<file path="src/ccdf_pkg.sv">
// ----------------------------------------------------------------------------
// ccdf_pkg
// Shared constants and types for the decimal fixed-point CORDIC cosine.
// ----------------------------------------------------------------------------
package ccdf_pkg;

  // Field widths
  localparam int ANGLE_W = 31;
  localparam int OUT_W   = 28;
  // Width of the CORDIC datapath (x, y, z and the reduced angle)
  localparam int CW      = 30;
  // Largest number of rotation steps with a table entry
  localparam int MAX_STEPS = 10;

  // Decimal fixed-point constants, scale 1e8
  localparam int PI_FX        = 314159265;
  localparam int HALF_PI_FX   = 157079632;
  localparam int X_START      = 60725293;
  localparam int QUARTER_TURN = 78539816;

  localparam int OUT_MAX = 134217727;
  localparam int OUT_MIN = -134217728;

  // atan(2^-i) * 1e8
  localparam int ATAN_TABLE [MAX_STEPS] = '{
    78539816, 46364760, 24497866, 12435499, 6241880,
    3123983, 1562372, 781234, 390623, 195312
  };

  // Register map
  localparam logic REG_ANGLE_TABLE_MODE = 1'b0;

  // angle_table_mode codes
  localparam logic MODE_HALVING = 1'b0;
  localparam logic MODE_ATAN    = 1'b1;

  // One beat travelling down the rotation chain
  typedef struct packed {
    logic signed [CW-1:0] x;
    logic signed [CW-1:0] y;
    logic signed [CW-1:0] z;
    logic signed [CW-1:0] theta;
    logic                 negate;
  } ccdf_beat_t;

endpackage

</file>
<file path="src/ccdf_reduce.sv">
// ----------------------------------------------------------------------------
// ccdf_reduce
// Three-stage range reduction into [-pi/2, pi/2] plus result sign.
// ----------------------------------------------------------------------------
module ccdf_reduce (
  input  logic                                     clk_i,
  input  logic                                     rst_ni,
  input  logic                                     valid_i,
  output logic                                     ready_o,
  input  logic signed [ccdf_pkg::ANGLE_W-1:0]      angle_i,
  output logic                                     valid_o,
  input  logic                                     ready_i,
  output ccdf_pkg::ccdf_beat_t                     beat_o
);

  localparam int CW = ccdf_pkg::CW;
  localparam int MW = 29;  // remainder in [0, pi)

  // a >= k*pi - pi/2, k = -2 .. 3
  localparam int THR [6] = '{
    -785398162, -471238897, -157079632, 157079633, 471238898, 785398163
  };

  // ---- stage A: quotient floor((a + pi/2) / pi) by threshold compare
  logic                                 va_q;
  logic signed [ccdf_pkg::ANGLE_W-1:0]  a_a_q;
  logic [2:0]                           q_a_q;
  logic                                 red_a_q;
  logic                                 tneg_a_q;
  logic                                 rdy_a, rdy_b, rdy_c;
  logic [2:0]                           cnt;
  logic signed [31:0]                   a_ext;

  always_comb begin
    a_ext = 32'(angle_i);
    cnt   = '0;
    for (int k = 0; k < 6; k++) begin
      cnt = cnt + 3'(a_ext >= 32'(THR[k]));
    end
  end

  assign rdy_a   = !va_q || rdy_b;
  assign ready_o = rdy_a;

  always_ff @(posedge clk_i or negedge rst_ni) begin
    if (!rst_ni) begin
      va_q <= 1'b0;
    end else if (rdy_a) begin
      va_q <= valid_i;
    end
  end

  always_ff @(posedge clk_i) begin
    if (rdy_a && valid_i) begin
      a_a_q    <= angle_i;
      q_a_q    <= cnt - 3'd3;
      red_a_q  <= (a_ext > 32'(ccdf_pkg::HALF_PI_FX)) ||
                  (a_ext < -32'(ccdf_pkg::HALF_PI_FX));
      tneg_a_q <= (a_ext < -32'(ccdf_pkg::HALF_PI_FX));
    end
  end

  // ---- stage B: floor remainder m = a + pi/2 - q*pi
  logic               vb_q;
  logic signed [31:0] k_off;
  logic signed [31:0] m_full;
  logic [MW-1:0]      m_b_q;
  logic signed [MW-1:0] a_b_q;
  logic               red_b_q;
  logic               tneg_b_q;
  logic               neg_b_q;

  // q*pi - pi/2
  always_comb begin
    case (q_a_q)
      3'b101:  k_off = -32'sd1099557427;
      3'b110:  k_off = -32'sd785398162;
      3'b111:  k_off = -32'sd471238897;
      3'b000:  k_off = -32'sd157079632;
      3'b001:  k_off = 32'sd157079633;
      3'b010:  k_off = 32'sd471238898;
      3'b011:  k_off = 32'sd785398163;
      default: k_off = -32'sd157079632;
    endcase
    m_full = 32'(a_a_q) - k_off;
  end

  assign rdy_b = !vb_q || rdy_c;

  always_ff @(posedge clk_i or negedge rst_ni) begin
    if (!rst_ni) begin
      vb_q <= 1'b0;
    end else if (rdy_b) begin
      vb_q <= va_q;
    end
  end

  always_ff @(posedge clk_i) begin
    if (rdy_b && va_q) begin
      m_b_q    <= m_full[MW-1:0];
      a_b_q    <= a_a_q[MW-1:0];
      red_b_q  <= red_a_q;
      tneg_b_q <= tneg_a_q;
      neg_b_q  <= q_a_q[0];
    end
  end

  // ---- stage C: folded remainder - pi/2, or the angle itself if |a| <= pi/2
  logic                 vc_q;
  logic [MW-1:0]        abs_rem;
  logic signed [CW-1:0] theta;
  ccdf_pkg::ccdf_beat_t beat_q;

  always_comb begin
    if (tneg_b_q && (m_b_q != '0)) begin
      abs_rem = MW'(ccdf_pkg::PI_FX) - m_b_q;
    end else begin
      abs_rem = m_b_q;
    end
    if (red_b_q) begin
      theta = CW'({1'b0, abs_rem}) - CW'(ccdf_pkg::HALF_PI_FX);
    end else begin
      theta = CW'(a_b_q);
    end
  end

  assign rdy_c = !vc_q || ready_i;

  always_ff @(posedge clk_i or negedge rst_ni) begin
    if (!rst_ni) begin
      vc_q <= 1'b0;
    end else if (rdy_c) begin
      vc_q <= vb_q;
    end
  end

  always_ff @(posedge clk_i) begin
    if (rdy_c && vb_q) begin
      beat_q.x      <= CW'(ccdf_pkg::X_START);
      beat_q.y      <= '0;
      beat_q.z      <= '0;
      beat_q.theta  <= theta;
      beat_q.negate <= neg_b_q;
    end
  end

  assign valid_o = vc_q;
  assign beat_o  = beat_q;

endmodule

</file>
<file path="src/ccdf_cell.sv">
// ----------------------------------------------------------------------------
// ccdf_cell
// One CORDIC rotation step with its own pipeline register.
// ----------------------------------------------------------------------------
module ccdf_cell #(
  parameter int STAGE = 0
) (
  input  logic                 clk_i,
  input  logic                 rst_ni,
  input  logic                 mode_i,
  input  logic                 valid_i,
  output logic                 ready_o,
  input  ccdf_pkg::ccdf_beat_t beat_i,
  output logic                 valid_o,
  input  logic                 ready_i,
  output ccdf_pkg::ccdf_beat_t beat_o
);

  localparam int CW = ccdf_pkg::CW;
  localparam logic signed [CW-1:0] A_EXACT = CW'(ccdf_pkg::ATAN_TABLE[STAGE]);
  localparam logic signed [CW-1:0] A_HALF  = CW'(ccdf_pkg::QUARTER_TURN >> STAGE);

  logic signed [CW-1:0] x, y, z, th, ang;
  logic signed [CW-1:0] sx, sy, snx, sny;
  logic                 up;
  logic                 valid_q;
  ccdf_pkg::ccdf_beat_t beat_d, beat_q;

  always_comb begin
    x   = beat_i.x;
    y   = beat_i.y;
    z   = beat_i.z;
    th  = beat_i.theta;
    up  = z > th;
    ang = (mode_i == ccdf_pkg::MODE_ATAN) ? A_EXACT : A_HALF;
    // floor shifts of +/- operands
    sx  = x >>> STAGE;
    sy  = y >>> STAGE;
    snx = (-x) >>> STAGE;
    sny = (-y) >>> STAGE;
    beat_d        = beat_i;
    beat_d.x      = up ? x - sy : x - sny;
    beat_d.y      = up ? y + sx : y + snx;
    beat_d.z      = up ? z - ang : z + ang;
  end

  assign ready_o = !valid_q || ready_i;

  always_ff @(posedge clk_i or negedge rst_ni) begin
    if (!rst_ni) begin
      valid_q <= 1'b0;
    end else if (ready_o) begin
      valid_q <= valid_i;
    end
  end

  always_ff @(posedge clk_i) begin
    if (ready_o && valid_i) begin
      beat_q <= beat_d;
    end
  end

  assign valid_o = valid_q;
  assign beat_o  = beat_q;

endmodule

</file>
<file path="src/cordic_cosine_decimal_fixed.sv">
// ----------------------------------------------------------------------------
// cordic_cosine_decimal_fixed
// Cosine of an angle in radians, both scaled by 1e8, via a CORDIC chain.
// ----------------------------------------------------------------------------
// Usage:
//  - Input channel in_valid_i / in_ready_o carries angle_i (31-bit signed).
//    Output channel out_valid_o / out_ready_i carries cosine_o (28-bit
//    signed). A beat moves on a clock edge where valid and ready are high.
//  - From input beat to output valid a beat passes three reduction stages,
//    one register per rotation cell (ten steps by default) and one output
//    register.
//  - Throughput is one beat per cycle; the input only stalls once every stage
//    is full. Every stage is a register with its own valid bit, so bubbles
//    are squeezed out and a new angle is taken while a finished cosine waits.
//  - A stalled receiver holds the output register; stages behind it keep
//    filling until the chain is full.
//  - Reset empties the pipeline and sets angle_table_mode to 1 (exact
//    arctangent table). The register is at APB address 0 and may only be
//    rewritten while the pipeline is empty.
// ----------------------------------------------------------------------------
module cordic_cosine_decimal_fixed #(
  parameter int ITERATIONS = 10
) (
  input  logic                                clk_i,
  input  logic                                rst_ni,
  // angle channel
  input  logic                                in_valid_i,
  output logic                                in_ready_o,
  input  logic signed [ccdf_pkg::ANGLE_W-1:0] angle_i,
  // cosine channel
  output logic                                out_valid_o,
  input  logic                                out_ready_i,
  output logic signed [ccdf_pkg::OUT_W-1:0]   cosine_o,
  // APB configuration port
  input  logic                                psel_i,
  input  logic                                penable_i,
  input  logic                                pwrite_i,
  input  logic [2:0]                          paddr_i,
  input  logic [31:0]                         pwdata_i,
  output logic [31:0]                         prdata_o,
  output logic                                pready_o
);

  localparam int CW = ccdf_pkg::CW;
  localparam int OW = ccdf_pkg::OUT_W;

  // --------------------------------------------------------------------------
  // Configuration register
  // --------------------------------------------------------------------------
  logic mode_q;
  logic cfg_wr;

  assign pready_o = 1'b1;
  assign cfg_wr   = psel_i && penable_i && pwrite_i;

  always_ff @(posedge clk_i or negedge rst_ni) begin
    if (!rst_ni) begin
      mode_q <= ccdf_pkg::MODE_ATAN;
    end else if (cfg_wr && (paddr_i[2] == ccdf_pkg::REG_ANGLE_TABLE_MODE)) begin
      mode_q <= pwdata_i[0];
    end
  end

  assign prdata_o = (paddr_i[2] == ccdf_pkg::REG_ANGLE_TABLE_MODE) ?
                    {31'd0, mode_q} : 32'd0;

  // --------------------------------------------------------------------------
  // Range reduction
  // --------------------------------------------------------------------------
  logic                 chain_valid [ITERATIONS+1];
  logic                 chain_ready [ITERATIONS+1];
  ccdf_pkg::ccdf_beat_t chain_beat  [ITERATIONS+1];

  ccdf_reduce u_reduce (
    .clk_i   (clk_i),
    .rst_ni  (rst_ni),
    .valid_i (in_valid_i),
    .ready_o (in_ready_o),
    .angle_i (angle_i),
    .valid_o (chain_valid[0]),
    .ready_i (chain_ready[0]),
    .beat_o  (chain_beat[0])
  );

  // --------------------------------------------------------------------------
  // Rotation chain: one cell per step, each registered
  // --------------------------------------------------------------------------
  for (genvar g = 0; g < ITERATIONS; g++) begin : g_cell
    ccdf_cell #(
      .STAGE (g)
    ) u_cell (
      .clk_i   (clk_i),
      .rst_ni  (rst_ni),
      .mode_i  (mode_q),
      .valid_i (chain_valid[g]),
      .ready_o (chain_ready[g]),
      .beat_i  (chain_beat[g]),
      .valid_o (chain_valid[g+1]),
      .ready_i (chain_ready[g+1]),
      .beat_o  (chain_beat[g+1])
    );
  end

  // --------------------------------------------------------------------------
  // Sign and saturation into the output register
  // --------------------------------------------------------------------------
  logic signed [CW:0]   x_ext, x_sgn;
  logic signed [OW-1:0] cos_d, cos_q;
  logic                 out_valid_q;

  always_comb begin
    x_ext = (CW+1)'(chain_beat[ITERATIONS].x);
    x_sgn = chain_beat[ITERATIONS].negate ? -x_ext : x_ext;
    if (x_sgn > (CW+1)'(ccdf_pkg::OUT_MAX)) begin
      cos_d = OW'(ccdf_pkg::OUT_MAX);
    end else if (x_sgn < (CW+1)'(ccdf_pkg::OUT_MIN)) begin
      cos_d = OW'(ccdf_pkg::OUT_MIN);
    end else begin
      cos_d = x_sgn[OW-1:0];
    end
  end

  assign chain_ready[ITERATIONS] = !out_valid_q || out_ready_i;

  always_ff @(posedge clk_i or negedge rst_ni) begin
    if (!rst_ni) begin
      out_valid_q <= 1'b0;
    end else if (chain_ready[ITERATIONS]) begin
      out_valid_q <= chain_valid[ITERATIONS];
    end
  end

  always_ff @(posedge clk_i) begin
    if (chain_ready[ITERATIONS] && chain_valid[ITERATIONS]) begin
      cos_q <= cos_d;
    end
  end

  assign out_valid_o = out_valid_q;
  assign cosine_o    = cos_q;

  // --------------------------------------------------------------------------
  // Assertions
  // --------------------------------------------------------------------------
  // Input only backs off when the whole chain is full behind a stalled sink.
  a_stall_source : assert property (@(posedge clk_i) disable iff (!rst_ni)
    !in_ready_o |-> (out_valid_o && !out_ready_i))
    else $error("input stalled with room in the pipeline");

  // Reduced angle always lands in [-pi/2, pi/2].
  a_theta_range : assert property (@(posedge clk_i) disable iff (!rst_ni)
    chain_valid[0] |-> ((chain_beat[0].theta <= CW'(ccdf_pkg::HALF_PI_FX)) &&
                        (chain_beat[0].theta >= -CW'(ccdf_pkg::HALF_PI_FX))))
    else $error("reduced angle out of range");

  // CORDIC gain keeps the result near unity: saturation never needed.
  a_cos_bound : assert property (@(posedge clk_i) disable iff (!rst_ni)
    out_valid_o |-> ((cosine_o <= OW'(110000000)) && (cosine_o >= -OW'(110000000))))
    else $error("cosine magnitude beyond CORDIC gain bound");

endmodule
</file>
<file path="config.mk">
export PLATFORM = sky130hd
export DESIGN_NAME = cordic_cosine_decimal_fixed
export DESIGN_NICKNAME = d
export VERILOG_FILES = /design/src/ccdf_pkg.sv /design/src/ccdf_reduce.sv /design/src/ccdf_cell.sv /design/src/cordic_cosine_decimal_fixed.sv
export SDC_FILE = /design/constraint.sdc
export NUM_CORES = 2
export LEC_CHECK = 0
export ABC_AREA = 1
export BUFFER_PORTS_ARGS = -buffer_cell sky130_fd_sc_hd__buf_4
export CELL_PAD_IN_SITES_DETAIL_PLACEMENT = 1
export CELL_PAD_IN_SITES_GLOBAL_PLACEMENT = 2
export CORE_ASPECT_RATIO = 0.5
export CORE_MARGIN = 2
export CORE_UTILIZATION = 36
export DETAILED_ROUTE_END_ITERATION = 8
export PLACE_DENSITY = 0.81
export SETUP_SLACK_MARGIN = 0.4
export SYNTH_ARGS = -nofsm -noshare
export SYNTH_HDL_FRONTEND = slang
export SYNTH_SLANG_ARGS = --single-unit
</file>
<file path="constraint.sdc">
create_clock -name clk_i -period 7.7 [get_ports clk_i]
set_input_delay 0.385 -clock clk_i [delete_from_list [all_inputs] [get_ports clk_i]]
set_output_delay 0.385 -clock clk_i [all_outputs]
set_load 0.005 [all_outputs]
</file>
==> impl_metrics.yaml <==
run_status:
  outcome: "complete, no violations"
synthesis:
  ys_warn_count: 0
  synth-seq-area-share: 0.374
  avgSynthCellArea_sq_um: 8.02
  synth_area_sq_um: 91900
  synth_edf_count: 1132
  ys_types: 79
  ys_seq_elements: 1147
  netlist_instances: 11459
  synthArstFlopShare: 0.0131
  synthTopCellsByArea: "edfxtp_1, ha_1, nand2_1, xor2_1, inv_1"
  ys.flop_type: "edfxtp_1"
  yosysTopAreaCellShare: 0.370
  yosysTopAreaCell: "edfxtp_1"
setup_path:
  cp.arrival_ns: 6.63
  crit_type: "register to register"
  cp-end-kind: "register"
  required_ns: 8.24
  cp_max_fo: 5
  cp-start-kind: "register"
  path_cells: "ha_1 -> nand2_1 -> nor2_1 -> nand2_1 -> nor3_1 -> nand3_1 -> nor3_1 -> nor2_1 -> or2_2 -> xor2_1 -> inv_1 -> ha_1 -> inv_1 -> fa_1 -> o21ai_0 -> a21oi_1 -> nor3_1 -> nor2_1 -> o21ai_0 -> nand2_1 -> o31ai_1 -> a21oi_1 -> xor2_1"
  crit_slowest_cell: "nor3_1"
  crit_path_max_incr_delay_ns: 0.51
global_route:
  grt_max_degree: 91
  grt_pass1_vias: 78621
  antenna_found_initial: 1
  grt.overflow.total: 0
  grt_pass1_wl_um: 422000
  grt_use_total: 0.201
timing:
  hold_viol: 0
  setup_viol: 0
  rsz0062_at_grt: "false"
  tightest_slew_ns: 1.11
  finalSetupTns_ns: 0
  fmax_mhz: 164
  slew-limit-headroom: 0.263
  slew_viol_final: 0
  period_needed_ns: 6.09
  finalClockSkew_ns: 0.0873
  finalCritPeriodShare: 0.791
clock_tree:
  clk_pin_slew_worst_paths_ns: 0.07
  numClockSinks: 1147
  ctsLongestPathBuffers: 3
  clk-insertion-delay-late_ns: 0.80
  htreeDepth: 3
  cts.repair.resized: 0
  cts_root_buffer: "clkbuf_16"
  numCtsBuffers: 117
  cts_hold_buf: 37
  post_cts_buffers: 0
  cts_tree: "yes"
layout:
  antenna_cells: 0
  drive_gt1_frac: 0.0483
  final_cell_mix: "nand2_1, inv_1, edfxtp_1"
  fin_nets: 12610
  area_growth_pct: 9.80
  layout_commonest_cell: "nand2_1"
floorplanning:
  die_width_um: 718
  io_pins: 136
  die_h_um: 361
  rows: 131
  core_area_sq_um: 254000
  die-area_sq_um: 259000
  initial_core_util: 0.361
detailed_routing:
  wl_met1_um: 127000
  dr.max_layer_used: "met4"
  first_iter_violations: 3115
  met2_length_um: 128000
  drt-total-wl_um: 267000
  postRouteAntennaNets: 0
  vias_per_cell: 4.93
  wl_met3_um: 4710
  wl_per_cell_um: 17.6
  vias: 74656
  drc_errors: 0
  first_pass_iters: 5
run:
  drv_cap: 0
place:
  gp_congestion: 0.890
  dp_hpwl_um: 224000
  port_buffers: 70
worst_hold_path:
  min_path_type: "input pin to register"
==> through the flow <==
stage                     std cells  area (sq um)  worst slack [ns]  hold slack [ns]   util
after global routing          15132        101000              1.12           0.0834  0.396
after detailed placement      14872         96400              1.38            0.329  0.379
final                         15132        101000              1.61            0.107  0.396
after global placement        14872         96400              1.54            0.320  0.379
after CTS                     15132        101000              1.38           0.0383  0.396
after floorplan               11489         92000             0.929           0.0894      -
==> state kept, by name, indices dropped and copies added (netlist names) <==
signal / flops
u_reduce.q_a_q: 3
u_reduce.vb_q: 1
out_valid_o: 1
u_reduce.neg_b_q: 1
g_cell.u_cell.beat_o: 978
u_reduce.a_b_q: 29
u_reduce.tneg_a_q: 1
mode_q: 1
u_reduce.red_b_q: 1
u_reduce.va_q: 1
g_cell.u_cell.valid_o: 10
u_reduce.red_a_q: 1
u_reduce.valid_o: 1
cosine_o: 28
u_reduce.m_b_q: 29
u_reduce.beat_o: 31
u_reduce.tneg_b_q: 1
u_reduce.a_a_q: 29
==> final timing paths <==
path / slack [ns] / end / cells after the start / startpoint
worst max-delay path: 1.61 / g_cell[6].u_cell.beat_o[87] / 23 / g_cell[5].u_cell.beat_o[60]
worst min-delay path: 0.11 / u_reduce.tneg_a_q / 3 / angle_i[30]
worst max register to register: 1.61 / g_cell[6].u_cell.beat_o[87] / 23 / g_cell[5].u_cell.beat_o[60]
worst min register to register: 0.42 / g_cell[0].u_cell.beat_o[19] / 0 / u_reduce.beat_o[19]
max in group asynchronous: 5.96 / g_cell[3].u_cell.valid_o / 4 / rst_ni
min in group asynchronous: 0.57 / g_cell[4].u_cell.valid_o / 3 / rst_ni
==> worst max-delay path, delay by kind of cell, from the launching register on <==
family | cells | cell delay (ns)
and+or+nand+nor | 11 | 2.55
AOI/OAI and AO/OA | 5 | 1.46
adders and majority gates | 3 | 0.96
DFF | 1 | 0.43
xor gates and xnor gates | 2 | 0.31
buffers and inverters | 2 | 0.12
==> final cells by class <==
class | instances | area, sq um
multi-input cells | 8433 | 50200
repair buffers | 148 | 1200
flip-flops and latches | 1147 | 34400
fillers | 30739 | 154000
inverters | 1790 | 6730
well taps | 3391 | 4240
clock buffers | 137 | 3060
clock inverters | 86 | 1060
==> metal layers <==
metal  global-route usage  vias to the layer above
li1                     -                    38415
met1                0.261                    35317
met2                0.362                      616
met3               0.0165                      308
met4               0.0489                        0
met5                    0                        -
==> cell usage after synthesis (43+ instances only) <==
cell type and number:
o21ai_0 464, nand4_1 171, nor3_1 112, nor2_1 980, ha_1 875, nand2_1 2709
xor2_1 761, o21ai_1 55, nand3b_1 43, nand2_2 67, nor4_1 59, inv_1 1754
edfxtp_1 1132, nor2_2 57, xnor2_1 176, nand3_1 522, a31oi_1 77, buf_4 43
a21oi_1 814
==> cells by family (layout without fill, tap and decap cells) <==
group | count (synthesis) | count (layout) | share of synthesized area
AND/OR/NAND/NOR | 4836 | 4836 | 0.224
buffers and inverters | 1909 | 2161 | 0.0813
AO/OA/AOI/OAI | 1723 | 1723 | 0.105
flip-flops | 1147 | 1147 | 0.374
XOR/XNOR | 942 | 942 | 0.0902
adder cells (fa/ha/maj) | 900 | 900 | 0.125
other | 2 | 32 | 0.0000818
Power is not shown: default switching activity piles up to over one toggle a cycle in this logic, so the estimate is an artifact.
